**config.mk**
```make
export PLATFORM = sky130hd
export DESIGN_NAME = page_replacement_lru_fifo_unit
export DESIGN_NICKNAME = d
export VERILOG_FILES = /design/src/hw/rtl/prlf_pkg.sv /design/src/hw/rtl/page_replacement_lru_fifo_unit.sv /design/src/hw/rtl/prlf_cell.sv
export SDC_FILE = /design/constraint.sdc
export NUM_CORES = 1
export LEC_CHECK = 0
export ABC_AREA = 1
export BUFFER_PORTS_ARGS = -buffer_cell sky130_fd_sc_hd__buf_2
export CAP_MARGIN = 10
export CORE_ASPECT_RATIO = 1.5
export CORE_MARGIN = 10
export CORE_UTILIZATION = 36
export DETAILED_ROUTE_END_ITERATION = 8
export MAX_ROUTING_LAYER = met4
export PLACE_DENSITY = 0.6
export SYNTH_ARGS = -nofsm -noshare
export SYNTH_HDL_FRONTEND = slang
export SYNTH_SLANG_ARGS = --single-unit
export TNS_END_PERCENT = 5
```
**constraint.sdc**
```tcl
create_clock -name clk -period 3.86 [get_ports clk]
set_clock_uncertainty 0.05 [all_clocks]
set_input_delay 0.386 -clock clk [delete_from_list [all_inputs] [get_ports clk]]
set_output_delay 0.386 -clock clk [all_outputs]
set_load 0.005 [all_outputs]
```
**src/hw/rtl/prlf_pkg.sv**
```systemverilog
// Shared types and constants for the page replacement unit.
`default_nettype none
package prlf_pkg;

  localparam int unsigned PAGE_W       = 16;
  localparam int unsigned FRAMES_W     = 5;
  localparam int unsigned CFG_DATA_W   = 5;
  localparam int unsigned CFG_INDEX_W  = 1;
  localparam int unsigned FRAMES_RESET = 4;

  // Register indexes of the configuration port.
  localparam logic [CFG_INDEX_W-1:0] CFG_FRAMES = 1'b0;
  localparam logic [CFG_INDEX_W-1:0] CFG_POLICY = 1'b1;

  // Replacement policy codes.
  localparam logic POLICY_LRU  = 1'b0;
  localparam logic POLICY_FIFO = 1'b1;

  // Per-cell update control.
  typedef struct packed {
    logic shift;
    logic load;
  } cell_ctrl_t;

endpackage
`default_nettype wire

```
**src/hw/rtl/page_replacement_lru_fifo_unit.sv**
```systemverilog
// Top level of the LRU / FIFO page replacement unit: a chain of frame cells and its control.
// Top-level note: a reference is accepted while start is high and busy is low; its result, marked
// by done, is registered in the next cycle. Accepts one reference per cycle while busy is low; every
// frame cell compares in parallel and the whole chain updates together. After a write that lowers the
// frame count below the occupancy, busy stays high while the chain shifts out one page at a time.
// Synchronous reset empties all frames, clears the fault count and restores 4 frames, LRU.
`default_nettype none
module page_replacement_lru_fifo_unit #(
  parameter int unsigned MAX_FRAMES = 16,
  parameter int unsigned PAGE_BITS  = 16
) (
  input  wire         clk,
  input  wire         rst,
  input  wire         start,
  output logic        busy,
  input  wire  [15:0] page_number,
  input  wire         wr_en,
  input  wire  [0:0]  wr_index,
  input  wire  [4:0]  wr_data,
  output logic        done,
  output logic        hit,
  output logic        evicted_valid,
  output logic [15:0] evicted_page,
  output logic [15:0] fault_count,
  output logic [4:0]  resident_count
);

  localparam int unsigned PW = (PAGE_BITS < prlf_pkg::PAGE_W) ? PAGE_BITS : prlf_pkg::PAGE_W;
  localparam int unsigned CW = $clog2(MAX_FRAMES + 1);
  localparam int unsigned LIMIT_RST =
    (prlf_pkg::FRAMES_RESET > MAX_FRAMES) ? MAX_FRAMES : prlf_pkg::FRAMES_RESET;

  logic [CW-1:0] occupancy;
  logic [CW-1:0] limit;
  logic          policy;
  logic [15:0]   faults;

  logic [PW-1:0]   ref_page;
  logic [PW-1:0]   cell_page  [MAX_FRAMES];
  logic            cell_valid [MAX_FRAMES];
  logic [PW-1:0]   nb_page    [MAX_FRAMES];
  logic            nb_valid   [MAX_FRAMES];
  logic [MAX_FRAMES:0] match_chain;
  prlf_pkg::cell_ctrl_t ctrl [MAX_FRAMES];

  logic          accept;
  logic          ref_hit;
  logic          evict;
  logic          lru_hit;
  logic          shift_all;
  logic          load_en;
  logic [CW-1:0] ins_pos;
  logic [CW-1:0] limit_next;

  assign ref_page  = page_number[PW-1:0];
  assign busy      = occupancy > limit;
  assign accept    = start & ~busy;
  assign ref_hit   = match_chain[MAX_FRAMES];
  assign evict     = ~ref_hit & (occupancy >= limit);
  assign lru_hit   = ref_hit & (policy == prlf_pkg::POLICY_LRU);
  // A trim pass and an eviction both drop the entry at position zero.
  assign shift_all = (accept & evict) | busy;
  assign load_en   = accept & (~ref_hit | lru_hit);
  assign ins_pos   = (evict | ref_hit) ? occupancy - CW'(1) : occupancy;
  assign match_chain[0] = 1'b0;

  genvar g;
  generate
    for (g = 0; g < MAX_FRAMES; g++) begin : g_cell
      if (g == MAX_FRAMES - 1) begin : g_top
        assign nb_page[g]  = '0;
        assign nb_valid[g] = 1'b0;
      end else begin : g_mid
        assign nb_page[g]  = cell_page[g+1];
        assign nb_valid[g] = cell_valid[g+1];
      end

      assign ctrl[g].shift = shift_all | (accept & lru_hit & match_chain[g+1]);
      assign ctrl[g].load  = load_en & (ins_pos == CW'(g));

      prlf_cell #(.PW(PW)) u_cell (
        .clk       (clk),
        .rst       (rst),
        .ctrl      (ctrl[g]),
        .ref_page  (ref_page),
        .nb_page   (nb_page[g]),
        .nb_valid  (nb_valid[g]),
        .match_in  (match_chain[g]),
        .match_out (match_chain[g+1]),
        .page      (cell_page[g]),
        .valid     (cell_valid[g])
      );
    end
  endgenerate

  // A frame count of zero acts as one; counts above the chain length act as the full chain.
  always_comb begin
    if (wr_data == '0) begin
      limit_next = CW'(1);
    end else if (32'(wr_data) > 32'(MAX_FRAMES)) begin
      limit_next = CW'(MAX_FRAMES);
    end else begin
      limit_next = CW'(wr_data);
    end
  end

  always_ff @(posedge clk) begin
    if (rst) begin
      limit  <= CW'(LIMIT_RST);
      policy <= prlf_pkg::POLICY_LRU;
    end else if (wr_en) begin
      if (wr_index == prlf_pkg::CFG_FRAMES) begin
        limit <= limit_next;
      end else begin
        policy <= wr_data[0];
      end
    end
  end

  always_ff @(posedge clk) begin
    if (rst) begin
      occupancy <= '0;
      faults    <= '0;
    end else if (busy) begin
      occupancy <= occupancy - CW'(1);
    end else if (accept & ~ref_hit) begin
      if (!evict) begin
        occupancy <= occupancy + CW'(1);
      end
      if (faults != 16'hFFFF) begin
        faults <= faults + 16'd1;
      end
    end
  end

  always_ff @(posedge clk) begin
    if (rst) begin
      done           <= 1'b0;
      hit            <= 1'b0;
      evicted_valid  <= 1'b0;
      evicted_page   <= '0;
      fault_count    <= '0;
      resident_count <= '0;
    end else begin
      done <= accept;
      if (accept) begin
        hit           <= ref_hit;
        evicted_valid <= evict;
        evicted_page  <= evict ? 16'(cell_page[0]) : 16'd0;
        if (!ref_hit && faults != 16'hFFFF) begin
          fault_count <= faults + 16'd1;
        end else begin
          fault_count <= faults;
        end
        if (!ref_hit && !evict) begin
          resident_count <= 5'(occupancy + CW'(1));
        end else begin
          resident_count <= 5'(occupancy);
        end
      end
    end
  end

endmodule
`default_nettype wire

```
**src/hw/rtl/prlf_cell.sv**
```systemverilog
// One frame cell: holds a resident page, compares it and shifts toward position zero.
`default_nettype none
module prlf_cell #(
  parameter int unsigned PW = 16
) (
  input  wire                 clk,
  input  wire                 rst,
  input  prlf_pkg::cell_ctrl_t ctrl,
  input  wire  [PW-1:0]       ref_page,
  input  wire  [PW-1:0]       nb_page,
  input  wire                 nb_valid,
  input  wire                 match_in,
  output logic                match_out,
  output logic [PW-1:0]       page,
  output logic                valid
);

  // The match carry runs up the chain, so match_out marks this cell and all above a hit.
  assign match_out = match_in | (valid & (page == ref_page));

  always_ff @(posedge clk) begin
    if (rst) begin
      valid <= 1'b0;
    end else if (ctrl.load) begin
      valid <= 1'b1;
    end else if (ctrl.shift) begin
      valid <= nb_valid;
    end
  end

  always_ff @(posedge clk) begin
    if (ctrl.load) begin
      page <= ref_page;
    end else if (ctrl.shift) begin
      page <= nb_page;
    end
  end

endmodule
`default_nettype wire

```
# Word level (Yosys, flattened, before mapping)
# Index checks and enable logic that the tools add are counted.
totals:
  regBits: 339
  inputBits: 26
  out_inout_bits: 41
  elab_cells: 274
op_classes:
  addsub: 3
  magnitude_cmp: 3
  eq_ne: 33
  mux: 73
  bitwise: 93
  n_reduce_logical: 27
op_table:
  columns: ["op", "n"]
  rows:
  - ["$mux W16", 34]
  - ["$eq A16 B16 Y1", 16]
  - ["$and A1 B1 Y1", 55]
  - ["$eq A5 B4 Y1 const B", 8]
  - ["$mux W5", 7]
  - ["$or A1 B1 Y1", 34]
  - ["$reduce_bool A2 Y1", 17]
  - ["$mux W1", 32]
  - ["$eq A5 B3 Y1 const B", 4]
  - ["$add A16 B1 Y16 const B", 1]
  - ["$ne A16 B16 Y1 const B", 1]
  - ["$eq A5 B2 Y1 const B", 2]
  - ["$logic_not A5 Y1", 2]
  - ["$reduce_and A2 Y1", 3]
  - ["$add A5 B1 Y5 const B", 1]
  - ["$eq A5 B1 Y1 const B", 1]
  - ["$ge A5 B5 Y1", 1]
  - ["$gt A5 B5 Y1", 1]
  - ["$gt A5 B5 Y1 const B", 1]
  - ["$sub A5 B1 Y5 const B", 1]
  - ["$not A1 Y1", 4]
  - ["$reduce_and A3 Y1", 1]
  - ["$logic_and A1 B1 Y1", 2]
  - ["$logic_not A1 Y1", 2]
  - ["$ne A2 B2 Y1 const B", 1]

# Logic depth before layout (Yosys ltp)
# Gate-level depths: netlist of run 1.
logic_depth:
  depth_word: 24
  mapped_depth: 25
  depth_no_buf: 23

# By module
# From an unflattened synthesis of run 1, not the netlist that was laid out.
unflattened:
  cells_unflattened: 2917
  area_unflattened_um2: 20460.9
by_module_without_submodules:
  columns: ["module", "n_inst", "cells_per_inst", "area_per_inst_um2", "seq_area_each_um2"]
  rows:
  - ["prlf_cell", 16, 146, 1041.0, 500.5]
  - ["page_replacement_lru_fifo_unit", 1, 581, 3804.9, 1341.3]

# Worst setup path after synthesis of run 1
# No wires, ideal clock.
synth_timing:
  kind: "input-to-reg"
  start: "in page_number[9]"
  end: "reg g_cell[15].u_cell.page[0], enable pin"
  setup_time_ps: 416
  arrival_ps: 3256
  required_time_ps: 3394
  path_slack_ps: 138
  path_stages: 23
  path_buffers: 4
  path_cell_list: "buf_4 inv_2 buf_4 o21ai_2 nor2_1 nand2_1 nor2_1 nand3_1 nand2_1 nor2_4 nand4_2 nor2_4 nand4_2 nor2_4 nand4_4 nor2_8 nand4_1 nand3_4 clkinv_2 buf_8 nand3_4 buf_2 nand3_1"
synth_between:
  elab_chain_cells: 24
  elab_cells_between_ends: 62
  cone_classes: "eq/ne: 17; mux: 1; bitwise: 43; reduce/logical: 1"
synth_rtl:
  columns: ["item", "line_no", "rtl"]
  rows:
  - ["start, declared", "page_replacement_lru_fifo_unit.sv:16", "input wire [15:0] page_number,"]
  - ["$eq A16 B16 Y1", "prlf_cell.sv:19", "assign match_out = match_in | (valid & (page == ref_page));"]
  - ["$and A1 B1 Y1", "prlf_cell.sv:19", null]
  - ["$or A1 B1 Y1 (14 in a row)", "prlf_cell.sv:19", null]
  - ["$or A1 B1 Y1 (*)", "prlf_cell.sv:19", null]
  - ["$not A1 Y1", "page_replacement_lru_fifo_unit.sv:59, page_replacement_lru_fifo_unit.sv:63", null]
  - ["$and A1 B1 Y1", "page_replacement_lru_fifo_unit.sv:59", "assign evict = ~ref_hit & (occupancy >= limit);"]
  - ["$or A1 B1 Y1", "page_replacement_lru_fifo_unit.sv:64", "assign ins_pos = (evict | ref_hit) ? occupancy - CW'(1) : occupancy;"]
  - ["$mux W5", "page_replacement_lru_fifo_unit.sv:64", null]
  - ["$eq A5 B4 Y1", "page_replacement_lru_fifo_unit.sv:79", "assign ctrl[g].load = load_en & (ins_pos == CW'(g));"]
  - ["$and A1 B1 Y1", "page_replacement_lru_fifo_unit.sv:79", null]
  - ["$reduce_bool A2 Y1 (no line) (*)", null, null]
  - ["end signal, assigned", "prlf_cell.sv:33", "page <= ref_page;"]
  - ["end signal, assigned", "prlf_cell.sv:35", "page <= nb_page;"]
  - ["end, declared", "prlf_cell.sv:14", "output logic [PW-1:0] page,"]
# Mark *: on every way between the ends. The rest lies on a longest branch, timed or not.
# A chain may end at the register's enable or synchronous reset.

# Worst setup path in the final report of run 1
layout_timing:
  start: "reg g_cell[0].u_cell.page[9]"
  end: "reg g_cell[6].u_cell.page[5], data pin"
layout_between:
  elab_chain_cells: 24
  elab_cells_between_ends: 27
  cone_classes: "eq/ne: 2; mux: 2; bitwise: 23"
layout_rtl:
  columns: ["item", "line_no", "rtl"]
  rows:
  - ["start, declared", "prlf_cell.sv:14", null]
  - ["start signal, assigned", "prlf_cell.sv:33", null]
  - ["start signal, assigned", "prlf_cell.sv:35", null]
  - ["$eq A16 B16 Y1 (*)", "prlf_cell.sv:19", null]
  - ["$and A1 B1 Y1 (*)", "prlf_cell.sv:19", null]
  - ["$or A1 B1 Y1 (*) (15 in a row)", "prlf_cell.sv:19", null]
  - ["$not A1 Y1", "page_replacement_lru_fifo_unit.sv:59, page_replacement_lru_fifo_unit.sv:63", null]
  - ["$and A1 B1 Y1", "page_replacement_lru_fifo_unit.sv:59", null]
  - ["$or A1 B1 Y1", "page_replacement_lru_fifo_unit.sv:64", null]
  - ["$mux W5", "page_replacement_lru_fifo_unit.sv:64", null]
  - ["$eq A5 B3 Y1", "page_replacement_lru_fifo_unit.sv:79", null]
  - ["$and A1 B1 Y1 (*)", "page_replacement_lru_fifo_unit.sv:79", null]
  - ["$mux W16 (*)", "prlf_cell.sv:32", "if (ctrl.load) begin"]
  - ["end signal, assigned", "prlf_cell.sv:33", null]
  - ["end signal, assigned", "prlf_cell.sv:35", null]
  - ["end, declared", "prlf_cell.sv:14", null]
# Marked as above.

==> run metrics, run 1 <==
outcome=finished clean; CTS tree=done; ant diodes=0; Yosys cell types=50; async set-reset flop share out of synthesis=0; Max Cap Viol=0; Setup Slack @ Placement=-0.298 ns; via count=16,600; layout cell share with drive strength beyond 1=0.175; Starting Density=0.365; CP endpoint kind=flip-flop; grt ovf=0; DP HPWL=49,900 um; Inserted Clock Buffers=37; CTS Root Cell=clkbuf_16; area delta synth->final=20.2%; Setup Crit Path Kind=reg2reg; final slew viol count=0; average size of a mapped cell=8.53 um^2; initial antenna violation count=0; Setup WS post-layout=0.138 ns; final wirelength=66,500 um; Post-Syn Instances=2,172; hold_ws=0.0302 ns; CTS Sinks=339; routed len/inst=22.0 um; Area after DPL=21,000 um^2; Synth Cell Area=18,500 um^2; Final min period=3.72 ns; HP Start=wr_data[2]; crit path launch=g_cell[0].u_cell.page[9]$_DFFE_PP_; core box area=50,800 um^2; Final ANT Viol Nets=0; largest net degree at the start of global routing=62; Total Routing Usage GR=0.218; number of I/O port buffers=66; vias in the first global route=16,100; Required @ worst endpoint=4.07 ns; final hold vios=0; Die Area=61,200 um^2; Crit Path Max Fanout=8; measured slew at the worst slew-check pin=0.786 ns; Die Wd=205 um; first-pass GRT wire length=98,700 um; total power=21.7 mW; register area share after synthesis=0.504; class of the worst hold path=in2reg; DR DRC count=0; clock latency on the worst-skew pair=0.55 ns; yosys warns=0; EDFF count, synth=256; IO Pins=67; PwrDens=976 nW/um^2; ys flop type=edfxtp_1; Max Clk Rate=269 MHz; DR pass1 iterations=6; worst r2r src=g_cell[0].u_cell.page[9]$_DFFE_PP_; VDD IR max=0.000427 V; Pleak=9.37 nW; fin area=22,300 um^2; Seq. cell area=9350 um^2; Vias per Instance=5.50; CTS max path bufs=3; Seq cells post-synth=339; clock slew at reported path FFs=0.06 ns; Multi-input gate area=8020 um^2; fillers=4,986; Mapped Nets=2,206; Chip Height=298 um; nets=2,363; Startpoint Class=flip-flop; endpoints failing setup=0; GPL Wtd Cong=0.992; WP data arrival=3.93 ns; Starting DRT DRC Count=1,487; Slew HR=0.476; H-tree depth=2; Core Rows=101; RSZ-0062 raised after global routing=true; period utilisation layout=0.964; Post-CTS Hold Fix Bufs=0
-- layer usage --
layer,global-route usage,up-vias,share of wire
met5,-,-,0
met4,0.140,0,0.073
met3,0.0271,242,0.059
met2,0.385,656,0.52
met1,0.221,7960,0.35
li1,-,7775,-
-- sequential cells by signal, summed over array words and instances (netlist names) --
register,cells
evicted_valid,1
fault_count,16
evicted_page,16
policy,1
faults,16
hit,1
occupancy,5
resident_count,5
done,1
g_cell.u_cell.page,256
g_cell.u_cell.valid,16
limit,5
-- where the power goes --
part / total [mW] / internal [mW] / switching, mW
Combinational: 9.76 / 3.77 / 5.99
Sequential: 8.43 / 6.89 / 1.53
Clock: 3.55 / 2.02 / 1.53
-- final timing paths --
| path | end | slack, ns | depth (start not counted) |
|---|---|---|---|
| max | g_cell[6].u_cell.page[5]$_DFFE_PP_ | 0.14 | 24 |
| min reg2reg | evicted_page[6]$_SDFFE_PP0P_ | 0.41 | 2 |
| max reg2reg | g_cell[6].u_cell.page[5]$_DFFE_PP_ | 0.14 | 24 |
| min | limit[2]$_SDFFE_PP1P_ | 0.03 | 3 |
-- synth_stat cells (5+ instances only) --
cell,number,area [um^2]
nand2_1,667,2500
edfxtp_1,256,7690
o21ai_1,171,856
nand3_1,158,791
inv_1,111,417
nor2_1,85,319
dfxtp_1,83,1660
buf_2,79,395
a21oi_1,68,340
xor2_1,67,587
o21ai_0,66,330
clkbuf_1,46,173
o22ai_1,35,219
nand4_1,32,200
a221oi_1,24,210
o211ai_1,23,173
or2_2,23,144
nor4_1,21,131
xnor2_1,19,166
inv_2,18,67.6
nand3_4,13,228
a22o_1,9,78.8
buf_4,9,67.6
nor3_1,9,45.0
ha_1,8,100
o21ai_2,8,70.1
nand2_2,7,43.8
nor2_4,7,78.8
nand3b_1,6,45.0
a211oi_1,5,37.5
buf_1,5,18.8
buf_6,5,56.3
-- what timing repair did --
item,4_1_cts,5_1_grt
setup buffers,0,8
gates cloned,0,0
setup endpoints to repair,20,496
pin swaps,0,3
resized for setup,1,11
-- cell type report --
type                       count  share of cell area
sequential                   339               0.420
multi-input combinational   1555               0.360
timing repair buffer         263               0.107
clock buffer                  46              0.0459
tap                          669              0.0376
inverter                     133              0.0225
clock inverter                20             0.00697
-- kinds of logic after synthesis --
logic type,after synthesis,synth area share
compound gates,421,0.131
xor+xnor,86,0.0406
fa+ha+maj,8,0.00540
buf+inv,278,0.0661
flops,339,0.504
simple gates,1040,0.252
-- cells in the final DEF (no fill, tap or decap), drive strengths merged, types with 2 or more instances in the layout --
cell,count
nor2,99
or2,24
o21ai,245
nand3b,6
clkinv,19
edfxtp,256
a22o,9
bufinv,2
nor4,21
nand3,172
dfxtp,83
clkbuf,46
ha,8
a31oi,3
a221oi,24
inv,131
a211oi,5
buf,263
xor2,67
xnor2,19
o22ai,35
nand4,35
nor3,9
o211ai,23
nand2,674
a21oi,70
-- worst max-delay path: stages, from the launching register on --
cell      delay, ns
edfxtp_1       0.45
inv_1          0.09
nand2_1        0.05
nand2_1        0.07
nor2_1         0.04
nand2_1        0.08
nor2_1         0.05
nand3_1        0.11
nand2_2        0.09
nor2_4         0.18
nand4_4        0.12
nor2_4         0.13
nand4_4        0.10
nor2_4         0.16
nand4_4        0.13
nor2_8         0.21
nand4_1        0.15
nand2_2        0.20
nand2_1        0.11
nor2_4         0.24
buf_4          0.16
nand2_2        0.10
buf_4          0.19
nand2_1        0.05
o21ai_1        0.10
-- through the flow --
stage,TNS [ns],util,instances
6_report,0,0.438,3025
5_1_grt,-0.0665,0.438,3025
4_1_cts,0,0.436,3017
3_5_place_dp,-50.41,0.413,2951
3_3_place_gp,-38.37,0.413,2951
2_1_floorplan,0,-,2172
(Power assumes the default switching activity.)
==> run 2: changes to the inputs <==
--- a/config.mk
+++ b/config.mk
@@ -14,6 +14,7 @@
 export DETAILED_ROUTE_END_ITERATION = 8
 export MAX_ROUTING_LAYER = met4
 export PLACE_DENSITY = 0.6
+export RECOVER_POWER = 100
 export SYNTH_ARGS = -nofsm -noshare
 export SYNTH_HDL_FRONTEND = slang
 export SYNTH_SLANG_ARGS = --single-unit
==> run 2 against run 1 <==
Compared with the run above: the run now ends with max-capacitance violations, max-slew violations left; die area stayed put; register-to-register slack barely moved; fmax is essentially flat; combinational power about the same; largest cell class unchanged; largest power group unchanged.
==> run metrics, run 2 (synthesized netlist as in run 1, its figures left out) <==
vias in the first global route=16,100 (unchanged); Max Cap Viol=1 (was 0); max FFs per register=256 (unchanged); clock latency on the worst-skew pair=0.55 ns (about the same); DP HPWL=49,900 um (unchanged); final core occ=0.437 (was 0.438); most common cell after layout, fill and taps aside=nand2_1 (unchanged); CTS Sinks=339 (unchanged); Die Wd=205 um (unchanged); Required @ worst endpoint=4.07 ns (about the same); clock slew at reported path FFs=0.06 ns (about the same); Clk pwr share=0.163 (about the same); Sw Ratio=0.417 (about the same); CTS Root Cell=clkbuf_16 (unchanged); CP Buf/Inv Count=3 (unchanged); Final ANT Viol Nets=0 (unchanged); PwrDens=978 nW/um^2 (was 976 nW/um^2); layout cell share with drive strength beyond 1=0.158 (was 0.175); Post-CTS Hold Fix Bufs=0 (unchanged); WP data arrival=3.93 ns (about the same); failing checks=max-capacitance violations, max-slew violations; final wirelength=66,600 um (was 66,500 um); measured slew at the worst slew-check pin=3.26 ns (was 0.786 ns); outcome=finished, violations left (was finished clean); combinational fraction of design power=0.449 (about the same); DR pass1 iterations=8 (was 6); Sw Pwr=9.07 mW (was 9.06 mW); H-tree depth=2 (unchanged); internal power=12.7 mW (about the same); Startpoint Class=flip-flop (unchanged); grt ovf=0 (unchanged); class of the worst hold path=in2reg (unchanged); Starting DRT DRC Count=1,500 (was 1,487); Total Routing Usage GR=0.218 (unchanged); RSZ-0062 raised after global routing=true (unchanged); VDD IR max=0.000429 V (was 0.000427 V); period utilisation layout=0.965 (was 0.964); GPL Wtd Cong=0.992 (unchanged); Core Rows=101 (unchanged); Worst path max stage delay=0.45 ns (about the same); Max Clk Rate=269 MHz (about the same); core box area=50,800 um^2 (unchanged); final hold vios=0 (unchanged); Crit Path Max Fanout=8 (unchanged); Pleak=9.21 nW (was 9.37 nW); Inserted Clock Buffers=37 (unchanged); nets=2,363 (unchanged); largest net degree at the start of global routing=62 (unchanged); endpoints failing setup=0 (unchanged); CTS max path bufs=3 (unchanged); Setup Crit Path Kind=reg2reg (unchanged); initial antenna violation count=0 (unchanged); via count=16,600 (about the same); final slew viol count=62 (was 0); Starting Density=0.365 (unchanged); Die Area=61,200 um^2 (unchanged); DR DRC count=0 (unchanged); most frequent cells in the layout=nand2_1 (666), edfxtp_1 (256), o21ai_1 (170) (unchanged); Slew HR=-1.17 (was 0.476); first-pass GRT wire length=98,700 um (unchanged); Reg with most FFs=g_cell.u_cell.page (unchanged); CP cell instances=inv_1, nand2_1, nand2_1, nor2_1, nand2_1, nor2_1, nand3_1, nand2_2, nor2_4, nand4_4, nor2_4, nand4_4, nor2_4, nand4_4, nor2_8, nand4_1, nand2_2, nand2_1, nor2_4, buf_4, nand2_2, buf_4, nand2_1, o21ai_1 (unchanged); Chip Height=298 um (unchanged); number of I/O port buffers=66 (unchanged); routed len/inst=22.0 um (about the same); ant diodes=0 (unchanged); Worst path most repeated cell=nand2_1 (unchanged); cell family with most CP delay=simple AND/OR/NAND/NOR gates (unchanged); worst-path cell with the longest stage delay=edfxtp_1 (unchanged); Reg power frac=0.388 (about the same); IO Pins=67 (unchanged); fillers=5,004 (was 4,986); CP endpoint kind=flip-flop (unchanged); Final min period=3.72 ns (about the same); Vias per Instance=5.49 (was 5.50); area delta synth->final=19.9% (was 20.2%); CTS tree=done (unchanged); setup TNS=0 ns (unchanged)
run 2: per-layer routing:
layer | global-route usage | part of all wire | wire length, um
met3 | 0.0271 | 0.064 | 4260
met5 | - | 0 | 0
met4 | 0.140 | 0.075 | 4960
met1 | 0.221 | 0.34 | 22900
met2 | 0.385 | 0.52 | 34400
run 2: timing repair:
| action | 4_1_cts | 5_1_grt |
|---|---|---|
| buffers inserted | 0 | 8 |
| endpoints found under the hold margin | 0 | 0 |
| setup endpoints to repair | 20 | 496 |
| pin swaps | 0 | 3 |
| gates resized for setup | 1 | 11 |
run 2: stage by stage:
stage | instances | hold slack, ns | setup slack [ns] | area, um^2 | total power [mW]
final | 3025 | 0.0309 | 0.136 | 22200 | 21.7
after global routing | 3025 | 0.0417 | -0.0267 | 22200 | 23.0
after CTS | 3017 | 0.00947 | 0.0588 | 22200 | 21.7
after detailed placement | 2951 | 0.407 | -0.298 | 21000 | 18.1
after global placement | 2951 | 0.401 | -0.257 | 21000 | 18.0
after floorplan | 2172 | 0.389 | 0.138 | 18500 | 13.7
run 2: path summary, 6_finish.rpt:
check / cells past startpoint / slack (ns) / to / startpoint
setup / recovery: 24 / 0.14 / g_cell[6].u_cell.page[5]$_DFFE_PP_ / g_cell[0].u_cell.page[9]$_DFFE_PP_
hold / removal: 3 / 0.03 / limit[2]$_SDFFE_PP1P_ / wr_data[2]
setup reg to reg: 24 / 0.14 / g_cell[6].u_cell.page[5]$_DFFE_PP_ / g_cell[0].u_cell.page[9]$_DFFE_PP_
hold reg to reg: 2 / 0.41 / faults[11]$_SDFFE_PP0P_ / faults[11]$_SDFFE_PP0P_
run 2: layout make-up:
class	instances	area, um^2	share of cell area
inverter	133	500	0.0225
clock buffer	46	1020	0.0460
timing repair buffer	263	2340	0.105
tap	669	837	0.0377
clock inverter	20	155	0.00698
sequential	339	9350	0.421
multi-input combinational	1555	8020	0.361
run 2: worst register-to-register path: cells and delay by family, from the launching register on:
kind / cells / cell delay [ns]
compound gates: 1 / 0.10
buf+inv: 3 / 0.44
flops: 1 / 0.45
simple gates: 20 / 2.39
run 2: power groups by stage:
stage | clock network [mW] | logic [mW] | registers [mW]
6_report | 3.55 | 9.75 | 8.43
5_1_grt | 3.73 | 10.7 | 8.57
4_1_cts | 3.60 | 9.67 | 8.41
3_5_place_dp | 0 | 9.61 | 8.48
3_3_place_gp | 0 | 9.52 | 8.47
2_1_floorplan | 0 | 5.89 | 7.81
